===== src/rtl/core/pmf_pkg.sv =====
`timescale 1ns / 1ps
`default_nettype none
// ----------------------------------------------------------------------------
// pmf_pkg
// Types and constants shared by the power mean filter.
// ----------------------------------------------------------------------------
package pmf_pkg;

    localparam int WIDE_W = 128;

    localparam logic [1:0] BORDER_CROP   = 2'd0;
    localparam logic [1:0] BORDER_EXTEND = 2'd1;
    localparam logic [1:0] BORDER_WRAP   = 2'd2;

    localparam logic OP_WRITE   = 1'b0;
    localparam logic OP_COMPUTE = 1'b1;

    localparam logic [2:0] REG_BORDER  = 3'd0;
    localparam logic [2:0] REG_KERNEL  = 3'd1;
    localparam logic [2:0] REG_HEIGHT  = 3'd2;
    localparam logic [2:0] REG_WIDTH   = 3'd3;
    localparam logic [2:0] REG_DIVISOR = 3'd4;

    typedef struct packed {
        logic       opcode;
        logic [8:0] row;
        logic [8:0] col;
        logic [7:0] pixel_value;
    } t_in_word;

    typedef struct packed {
        logic [7:0] filtered_value;
        logic       out_of_range;
    } t_out_word;

    typedef enum logic [3:0] {
        ST_IDLE,
        ST_WRITE,
        ST_TAP_ADDR,
        ST_TAP_READ,
        ST_TAP_POW,
        ST_TAP_ADD,
        ST_ROOT_INIT,
        ST_ROOT_POW,
        ST_ROOT_DIV,
        ST_ROOT_CMP,
        ST_OUT
    } t_state;

    // controller to datapath
    typedef struct packed {
        logic load;
        logic write_pix;
        logic tap_addr;
        logic pow_start;
        logic pow_step;
        logic tap_add;
        logic root_init;
        logic root_pow_start;
        logic root_mul_div;
        logic root_cmp;
        logic out_load;
    } t_cmd;

    // datapath to controller
    typedef struct packed {
        logic is_write;
        logic oor;
        logic tap_last;
        logic pow_done;
        logic root_last;
    } t_status;

    function automatic logic [2:0] kernel_weight(input logic sel, input logic [3:0] tap);
        logic [2:0] w;
        begin
            w = 3'd1;
            if (sel) begin
                case (tap)
                    4'd4:                      w = 3'd4;
                    4'd1, 4'd3, 4'd5, 4'd7:   w = 3'd2;
                    default:                   w = 3'd1;
                endcase
            end
            return w;
        end
    endfunction

endpackage
`default_nettype wire


===== src/rtl/core/pmf_ctrl.sv =====
`timescale 1ns / 1ps
`default_nettype none
// ----------------------------------------------------------------------------
// pmf_ctrl
// Sequencer for tap reads, power accumulation and the bitwise root search.
// ----------------------------------------------------------------------------
module pmf_ctrl (
    input  wire               i_clk,
    input  wire               i_rst_n,
    input  wire               i_in_valid,
    output logic              o_in_ready,
    output logic              o_out_valid,
    input  wire               i_out_ready,
    input  pmf_pkg::t_status  i_status,
    output pmf_pkg::t_cmd     o_cmd
);

    pmf_pkg::t_state r_state, n_state;
    logic            r_out_valid, n_out_valid;

    always_ff @(posedge i_clk) begin
        if (!i_rst_n) begin
            r_state     <= pmf_pkg::ST_IDLE;
            r_out_valid <= 1'b0;
        end else begin
            r_state     <= n_state;
            r_out_valid <= n_out_valid;
        end
    end

    assign o_out_valid = r_out_valid;

    always_comb begin
        n_state     = r_state;
        n_out_valid = r_out_valid;
        o_cmd       = '0;
        o_in_ready  = 1'b0;
        if (r_out_valid && i_out_ready) begin
            n_out_valid = 1'b0;
        end
        unique case (r_state)
            pmf_pkg::ST_IDLE: begin
                o_in_ready = 1'b1;
                if (i_in_valid) begin
                    o_cmd.load = 1'b1;
                    n_state    = pmf_pkg::ST_WRITE;
                end
            end
            pmf_pkg::ST_WRITE: begin
                if (i_status.is_write) begin
                    o_cmd.write_pix = 1'b1;
                    n_state         = pmf_pkg::ST_IDLE;
                end else if (i_status.oor) begin
                    n_state = pmf_pkg::ST_OUT;
                end else begin
                    n_state = pmf_pkg::ST_TAP_ADDR;
                end
            end
            pmf_pkg::ST_TAP_ADDR: begin
                o_cmd.tap_addr = 1'b1;
                n_state        = pmf_pkg::ST_TAP_READ;
            end
            pmf_pkg::ST_TAP_READ: begin
                o_cmd.pow_start = 1'b1;
                n_state         = pmf_pkg::ST_TAP_POW;
            end
            pmf_pkg::ST_TAP_POW: begin
                if (i_status.pow_done) begin
                    n_state = pmf_pkg::ST_TAP_ADD;
                end else begin
                    o_cmd.pow_step = 1'b1;
                end
            end
            pmf_pkg::ST_TAP_ADD: begin
                o_cmd.tap_add  = 1'b1;
                n_state = i_status.tap_last ? pmf_pkg::ST_ROOT_INIT : pmf_pkg::ST_TAP_ADDR;
            end
            pmf_pkg::ST_ROOT_INIT: begin
                o_cmd.root_init = 1'b1;
                n_state         = pmf_pkg::ST_ROOT_POW;
                o_cmd.root_pow_start = 1'b1;
            end
            pmf_pkg::ST_ROOT_POW: begin
                if (i_status.pow_done) begin
                    n_state = pmf_pkg::ST_ROOT_DIV;
                end else begin
                    o_cmd.pow_step = 1'b1;
                end
            end
            pmf_pkg::ST_ROOT_DIV: begin
                o_cmd.root_mul_div = 1'b1;
                n_state            = pmf_pkg::ST_ROOT_CMP;
            end
            pmf_pkg::ST_ROOT_CMP: begin
                o_cmd.root_cmp = 1'b1;
                if (i_status.root_last) begin
                    n_state = pmf_pkg::ST_OUT;
                end else begin
                    o_cmd.root_pow_start = 1'b1;
                    n_state              = pmf_pkg::ST_ROOT_POW;
                end
            end
            pmf_pkg::ST_OUT: begin
                if (!r_out_valid || i_out_ready) begin
                    o_cmd.out_load = 1'b1;
                    n_out_valid    = 1'b1;
                    n_state        = pmf_pkg::ST_IDLE;
                end
            end
            default: n_state = pmf_pkg::ST_IDLE;
        endcase
    end

endmodule
`default_nettype wire


===== config.mk =====
export PLATFORM = sky130hd
export DESIGN_NAME = pmf_ctrl
export DESIGN_NICKNAME = d
export VERILOG_FILES = /design/src/rtl/core/pmf_pkg.sv /design/src/rtl/core/pmf_ctrl.sv
export SDC_FILE = /design/constraint.sdc
export NUM_CORES = 1
export LEC_CHECK = 0
export ABC_AREA = 1
export ABC_CLOCK_PERIOD_IN_PS = 1100
export BUFFER_PORTS_ARGS = -buffer_cell sky130_fd_sc_hd__buf_2
export CORE_UTILIZATION = 30
export CTS_BUF_LIST = sky130_fd_sc_hd__clkbuf_4 sky130_fd_sc_hd__clkbuf_8 sky130_fd_sc_hd__clkbuf_16
export DETAILED_ROUTE_END_ITERATION = 6
export GPL_ROUTABILITY_DRIVEN = 0
export MAX_ROUTING_LAYER = met4
export PLACE_DENSITY = 0.59
export SLEW_MARGIN = 20
export SYNTH_ARGS = -nofsm -noshare
export SYNTH_HDL_FRONTEND = slang
export SYNTH_SLANG_ARGS = --single-unit

===== constraint.sdc =====
create_clock -name i_clk -period 1.1 [get_ports i_clk]
set_clock_uncertainty 0.05 [all_clocks]
set_input_delay 0 -clock i_clk [delete_from_list [all_inputs] [get_ports i_clk]]
set_output_delay 0 -clock i_clk [all_outputs]
set_load 0.02 [all_outputs]

# Word level (Yosys, flattened, before mapping)
# Cells that the tools add are included.
# word_totals
register_bits	5
output_inout_bits	13
elab_cells	51
# classes
n_eq_ne	14
n_mux	29
n_reduce_logical	6
# op_table
operator	count
4-bit one-hot mux with 11 select lines	1
4-bit two-way mux	7
1-bit two-way mux	19
4-bit by 3-bit equality test with 1-bit output (second input constant)	4
4-bit equality test (second input constant)	3
4-bit by 2-bit equality test with 1-bit output (second input constant)	2
2-bit inequality test (second input constant)	4
4-bit by 1-bit equality test with 1-bit output (second input constant)	1
4-bit logical NOT	1
4-bit AND reduction	1
3-bit two-way mux	1
1-bit one-hot mux with 2 select lines	1
2-bit OR reduction	1
1-bit logical AND	1
1-bit logical NOT	1
1-bit logical OR	1

# Logic depth before layout (Yosys ltp)
# Gate-level depths: netlist of run 1.
# logic_depth
word_depth	4
depth_mapped	9
ltp_nobuf	9

# Least setup slack after synthesis of run 1
# OpenSTA, ideal clock, no wires.
# synth_path
path_kind	register to register
from	register r_state[2]
to	register r_state[3]
setup_ps	70
t_arrival_ps	1150
required_ps	980
path_slack_ps	-170
stages_incl_launch_ff	8
path_buffers	0
period_less_slack_ps	1270
cell_sequence	dfxtp_1 > inv_1 > nand2_1 > nor2_1 > nand2_1 > nand3_1 > nand2_1 > a21oi_1
# synth_via
elab_chain_len	3
word_cells_on_any_way	17
# synth_rtl
item	line	rtl
start, declared	pmf_ctrl.sv:18	pmf_pkg::t_state r_state, n_state;
start signal, assigned	pmf_ctrl.sv:23	r_state <= pmf_pkg::ST_IDLE;
start signal, assigned	pmf_ctrl.sv:26	r_state <= n_state;
4-bit equality test, or another cell as far along	pmf_ctrl.sv:41	unique case (r_state)
2-bit inequality test (no source line)	--	
4-bit AND reduction (no source line)	--	
# Several ways; a longest one is shown, not always the timed one.
# A chain may end at the register's enable or synchronous reset.

==> metrics.txt, run 1 <==
Reg-to-Reg Start r_state[0]; height of the die 40.70 um; Die Span X 40.70 um; Max Root-Sink Buffers 2; root buffer cell clkbuf_4; vias per cell around 4.6; Comb power frac 65.1%; DRC viols 0; Mapped Avg Cell Area 5.104 sq um; Leak Pwr approximately 0.54 nW; routed wire length 1689 um; CTS Hold Buffers Added 0; Core ar. between 0.001 and 0.0015 sq mm; Slew Limit Fails 0; crit end category primary output; CP startpoint kind flip-flop; #FFs+latches synth 5; fin cells 147; Final period util 116.1%; Max Cap Viol 0; hold path endpoint r_state[2]; NumNets Final 142; worst skew pair latency 250 ps; # rows 13; die area 0.001656 sq mm; via count 673; Layout area overhead 127.9%; worst setup margin -177.3 ps; R2R depth 9; post-synthesis sequential area ratio 22.28%; WHS Path Cells 3; flop-to-flop setup slack -160 ps; HPWL after DPL 1035 um; cell internal pwr 0.0008681 W; grt total ovfl 0; clock power share 15.0%; drt wl/cell 11.49 um; initial antenna violation count 0; Net Sw Frac 45.59%; Cells after DPL 138; antenna cells 0; Num CTS Buffers 3; H-Tree Depth 1; Worst EP required about 1100 ps; post-synth cell types 12; CP max stage delay 390 ps; Worst VDD drop 0.001009 V; # port buffers 21; CP Cell Sequence inv_4 -> nor2_4 -> nand2_2 -> nand2_2 -> nand2_2 -> inv_2 -> buf_6; layout cell share with drive strength beyond 1 71.21%; Pre-antenna DRT Iters 4; antenna viol nets, final 0; Synth top area share 22.56%; fin crit period roughly 1300 ps; critical path's slowest cell dfxtp_4; TritonCTS clock tree yes; Setup TNS -2053 ps; sequential power share 19.9%; hold wc startpoint i_rst_n; vias in the first global route between 500 and 600; mapped cell area 449.2 sq um; Pwr Density 1559 mW/mm^2; Worst-Margin Slew 207.5 ps; # setup viols final 16; CP Max Fanout 5; top cells by area, synth nand2_1 (23%), dfxtp_1 (22%), inv_1 (14%), nor2_1 (12%), nor2_2 (7.0%); fin util 75.81%; Max Freq 782.9 MHz; IO Pins 22; clk slew on worst S/H paths 40 ps; status finished with violations; largest net degree at the start of global routing 7; first-pass GRT wire length 2366 um; Initial Util between 30 and 40%; Top cell by count, worst path nand2_2; Reg-to-Reg End r_state[2]; worst hold path type in2reg; # fillers 96; Mapped Nets 97; WP data arrival 1230 ps; Hold Violations, Final 0; Crit Path Class reg2out; DRT iter0 DRCs 7; violated checks negative setup slack; Synth area leader nand2_1; CTS sink cnt 5; Sw Pwr just over 0.0007 W; slew margin rel. a little under nine tenths; Post-Synthesis Cells 88; Synth Warn # 0; total track usage between 20% and 30%; RSZ-0062 raised after global routing true
[registers in the layout, indices dropped and copies added, names as in the netlist]
signal / cells
o_out_valid: 1
r_state: 4
[cell usage after synthesis]
master	n
a21oi_1	5
dfxtp_1	5
inv_1	17
inv_2	3
nand2_1	27
nand2_2	2
nand3_1	4
nand4_1	1
nor2_1	14
nor2_2	5
nor3_1	3
o21ai_0	2
[worst max-delay path by stage]
stage	end	startpoint	depth (start not counted)	slack, ps
floorplan	r_state[3]	r_state[1]	7	-10
global placement	r_state[0]	r_state[3]	7	-230
detailed placement	r_state[0]	r_state[3]	7	-220
CTS	o_cmd[10]	r_state[3]	5	-180
global route	r_state[2]	r_state[0]	9	-250
finish	o_cmd[3]	r_state[0]	7	-180
[through the flow]
step	area, sq um	setup slack, ps	total power [W]	hold slack (ps)
finish	1023	-177.3	0.001596	22.51
CTS	962.2	-178.8	0.001441	1.927
global placement	713.2	-229.9	0.0009468	247.0
global route	1023	-254.5	0.001729	43.36
detailed placement	713.2	-217.9	0.0009552	254.2
floorplan	471.7	-13.20	0.0006975	81.16
[critical path: cells and delay by family (launching register included)]
family | cells | cell delay (ps)
buffers and inverters | 3 | 230
DFF | 1 | 390
and+or+nand+nor | 4 | 360
[layout by cell type (no fill, tap or decap), types with 2 or more instances in the layout]
cell type / count
buf_6: 19
a21oi_2: 3
nand2_2: 13
nor2_2: 4
nand2_4: 2
clkbuf_4: 4
buf_4: 11
dfxtp_4: 4
a21oi_1: 2
inv_1: 9
buf_2: 9
inv_2: 7
nand2_1: 14
nand3_1: 2
nor2_4: 8
nor2_1: 7
inv_4: 3
nor3_2: 3
nand3_2: 2
[power by group through the flow]
stage | registers, W | logic, W | clock network (W)
6_report | 0.000318 | 0.00104 | 0.000239
5_1_grt | 0.000324 | 0.00115 | 0.000260
4_1_cts | 0.000302 | 0.000891 | 0.000248
3_5_place_dp | 0.000263 | 0.000692 | 0
3_3_place_gp | 0.000262 | 0.000685 | 0
2_1_floorplan | 0.000256 | 0.000441 | 0
[layer usage]
metal	GRT usage, %	vias to the layer above	wire length, um
met5	-	-	0
met4	7.500	0	19
met3	3.261	2	41
met2	43.65	15	928
met1	23.68	301	699
li1	-	355	-
[logic make-up (layout without fill, tap and decap cells)]
group           after synthesis  count (layout)  share of synthesized area [%]
compound gates                7               7                          7.799
buf+inv                      20              64                          16.71
flops                         5               5                          22.29
simple gates                 56              56                          53.20
[repair_timing]
item | 4_1_cts | 5_1_grt
pin swaps | 17 | 10
gates resized for setup | 64 | 21
endpoints found under the setup margin | 16 | 16
setup buffers | 6 | 0
[cell type report]
type | count | area [sq um] | area share, %
multi-input combinational | 63 | 410.4 | 40.10
tap | 15 | 18.77 | 1.834
inverter | 20 | 87.58 | 8.557
sequential | 5 | 115.1 | 11.25
clock buffer | 4 | 30.03 | 2.934
timing repair buffer | 40 | 361.6 | 35.33
Power figures use the tool's default switching activity.
==> run 2, diff against run 1 <==
Settings changed: BUFFER_PORTS_ARGS -buffer_cell sky130_fd_sc_hd__buf_2 to -buffer_cell sky130_fd_sc_hd__clkbuf_2.
==> metrics.txt, run 2 (same netlist as run 1, synthesis figures left out) <==
Max Freq about 750 MHz; worst hold path type in2reg; fin crit period ~1300 ps; Die Span X 40.70 um; Max Cap Viol 0; Crit Path Class reg2out; Worst VDD drop 0.0009566 V; slew margin rel. roughly four fifths; Final period util 121.7%; # rows 13; Fin Hold WS ~36 ps; # fillers 94; commonest cells after routing, fill and taps aside buf_6 (16), nand2_1 (14), nand2_2 (13); drt wl/cell about 12 um; vias in the first global route 541; routed wire length 1739 um; Max Root-Sink Buffers 2; vias per cell ~4.8; Core ar. 0.001350 sq mm; height of the die roughly 41 um; initial antenna violation count 0; worst skew pair latency 240 ps; clk slew on worst S/H paths roughly 40 ps; first-pass GRT wire length 2097 um; WP data arrival 1290 ps; Post-Place Cell Area 708.2 sq um; H-Tree Depth 1; area of the multi-input gates 406.6 sq um; status finished with violations; Worst EP required between 1000 and 1500 ps; leading cell type in the layout, fill and taps excluded buf_6; fin cells 151; Largest register FFs 4; fin util between 70% and 80%; Leak Pwr around 0.56 nW; Initial Util 33.27%; CP Max Fanout 6; via count 719; largest net degree at the start of global routing 7; DRT iter0 DRCs 18; RSZ-0062 raised after global routing true; HPWL after DPL 1004 um; Hold Violations, Final 0; CP startpoint kind flip-flop; DRC viols 0; root buffer cell clkbuf_4; grt total ovfl 0; violated checks negative setup slack; worst setup margin -238.4 ps; Pwr Density between 1500 and 2000 mW/mm^2; crit end category primary output; # setup viols final 16; Tot Pwr 0.001656 W; Cells after DPL 139; CTS sink cnt 5; # port buffers 21; IO Pins 22; total track usage 19.74%; Num CTS Buffers 3; antenna viol nets, final 0; Layout area overhead 137.9%; die area 0.001656 sq mm; NumNets Final approximately 150; antenna cells 0; Reg with most FFs r_state; Finished Cell Area 0.001069 sq mm; Slew Limit Fails 0; layout cell share with drive strength beyond 1 between 60% and 70%; Pre-antenna DRT Iters 4; Worst-Margin Slew 272.5 ps; Seq. cell area 115.1 sq um; TritonCTS clock tree yes
run 2: cell count changes in the layout (fill, tap and decap cells not counted), moves of 2 or more:
cell	before	now
nor2_2	4	2
clkbuf_8	0	2
buf_6	19	16
buf_8	0	4
clkbuf_2	0	9
nor2_1	7	9
buf_2	9	0
run 2: report_power, final:
group | switching [W] | internal (W) | total (W)
sequential | 0.0000834 | 0.000230 | 0.000313
combinational | 0.000584 | 0.000518 | 0.00110
clock | 0.0000792 | 0.000162 | 0.000241
total | 0.000747 | 0.000910 | 0.00166
run 2: worst max-delay path: stages (launching register included):
cell and delay, ps:
dfxtp_4 400, nand2_1 150, inv_2 110, nand2_1 70, buf_4 130, inv_1 50, clkbuf_8 130
run 2: layout make-up:
type,count,share of cell area [%]
timing repair buffer,44,38.64
multi-input combinational,63,38.06
sequential,5,10.77
inverter,20,7.963
clock buffer,4,2.810
tap,15,1.756
run 2: path summary, 6_finish.rpt:
check	slack (ps)	endpoint	cells after the start	from
max	-240	o_cmd[7]	6	r_state[1]
min	40	r_state[3]	4	i_out_ready
max reg2reg	-200	r_state[1]	7	r_state[2]
min reg2reg	540	r_state[3]	4	o_out_valid
run 2: through the flow:
step	setup slack [ps]	TNS, ps
6_report	-238.4	-2509
5_1_grt	-274.3	-3394
4_1_cts	-198.8	-2286
3_5_place_dp	-158.6	-720.5
3_3_place_gp	-153.9	-664.3
2_1_floorplan	-13.20	-36.72
run 2: timing repair:
| item | in CTS | in global routing |
|---|---|---|
| pin swaps | 9 | 15 |
| endpoints found under the setup margin | 16 | 16 |
| setup buffers | 3 | 4 |
| hold endpoints to repair | 4 | 0 |
| gates resized for setup | 51 | 41 |
| hold buffers | 1 | 0 |
run 2: per-layer routing:
metal | part of all wire [%] | up-vias | GRT usage [%]
met5 | 0 | - | -
met3 | 3.8 | 6 | 2.174
met1 | 43 | 322 | 22.30
li1 | - | 364 | -
met4 | 2.6 | 0 | 11.67
met2 | 51 | 27 | 33.33
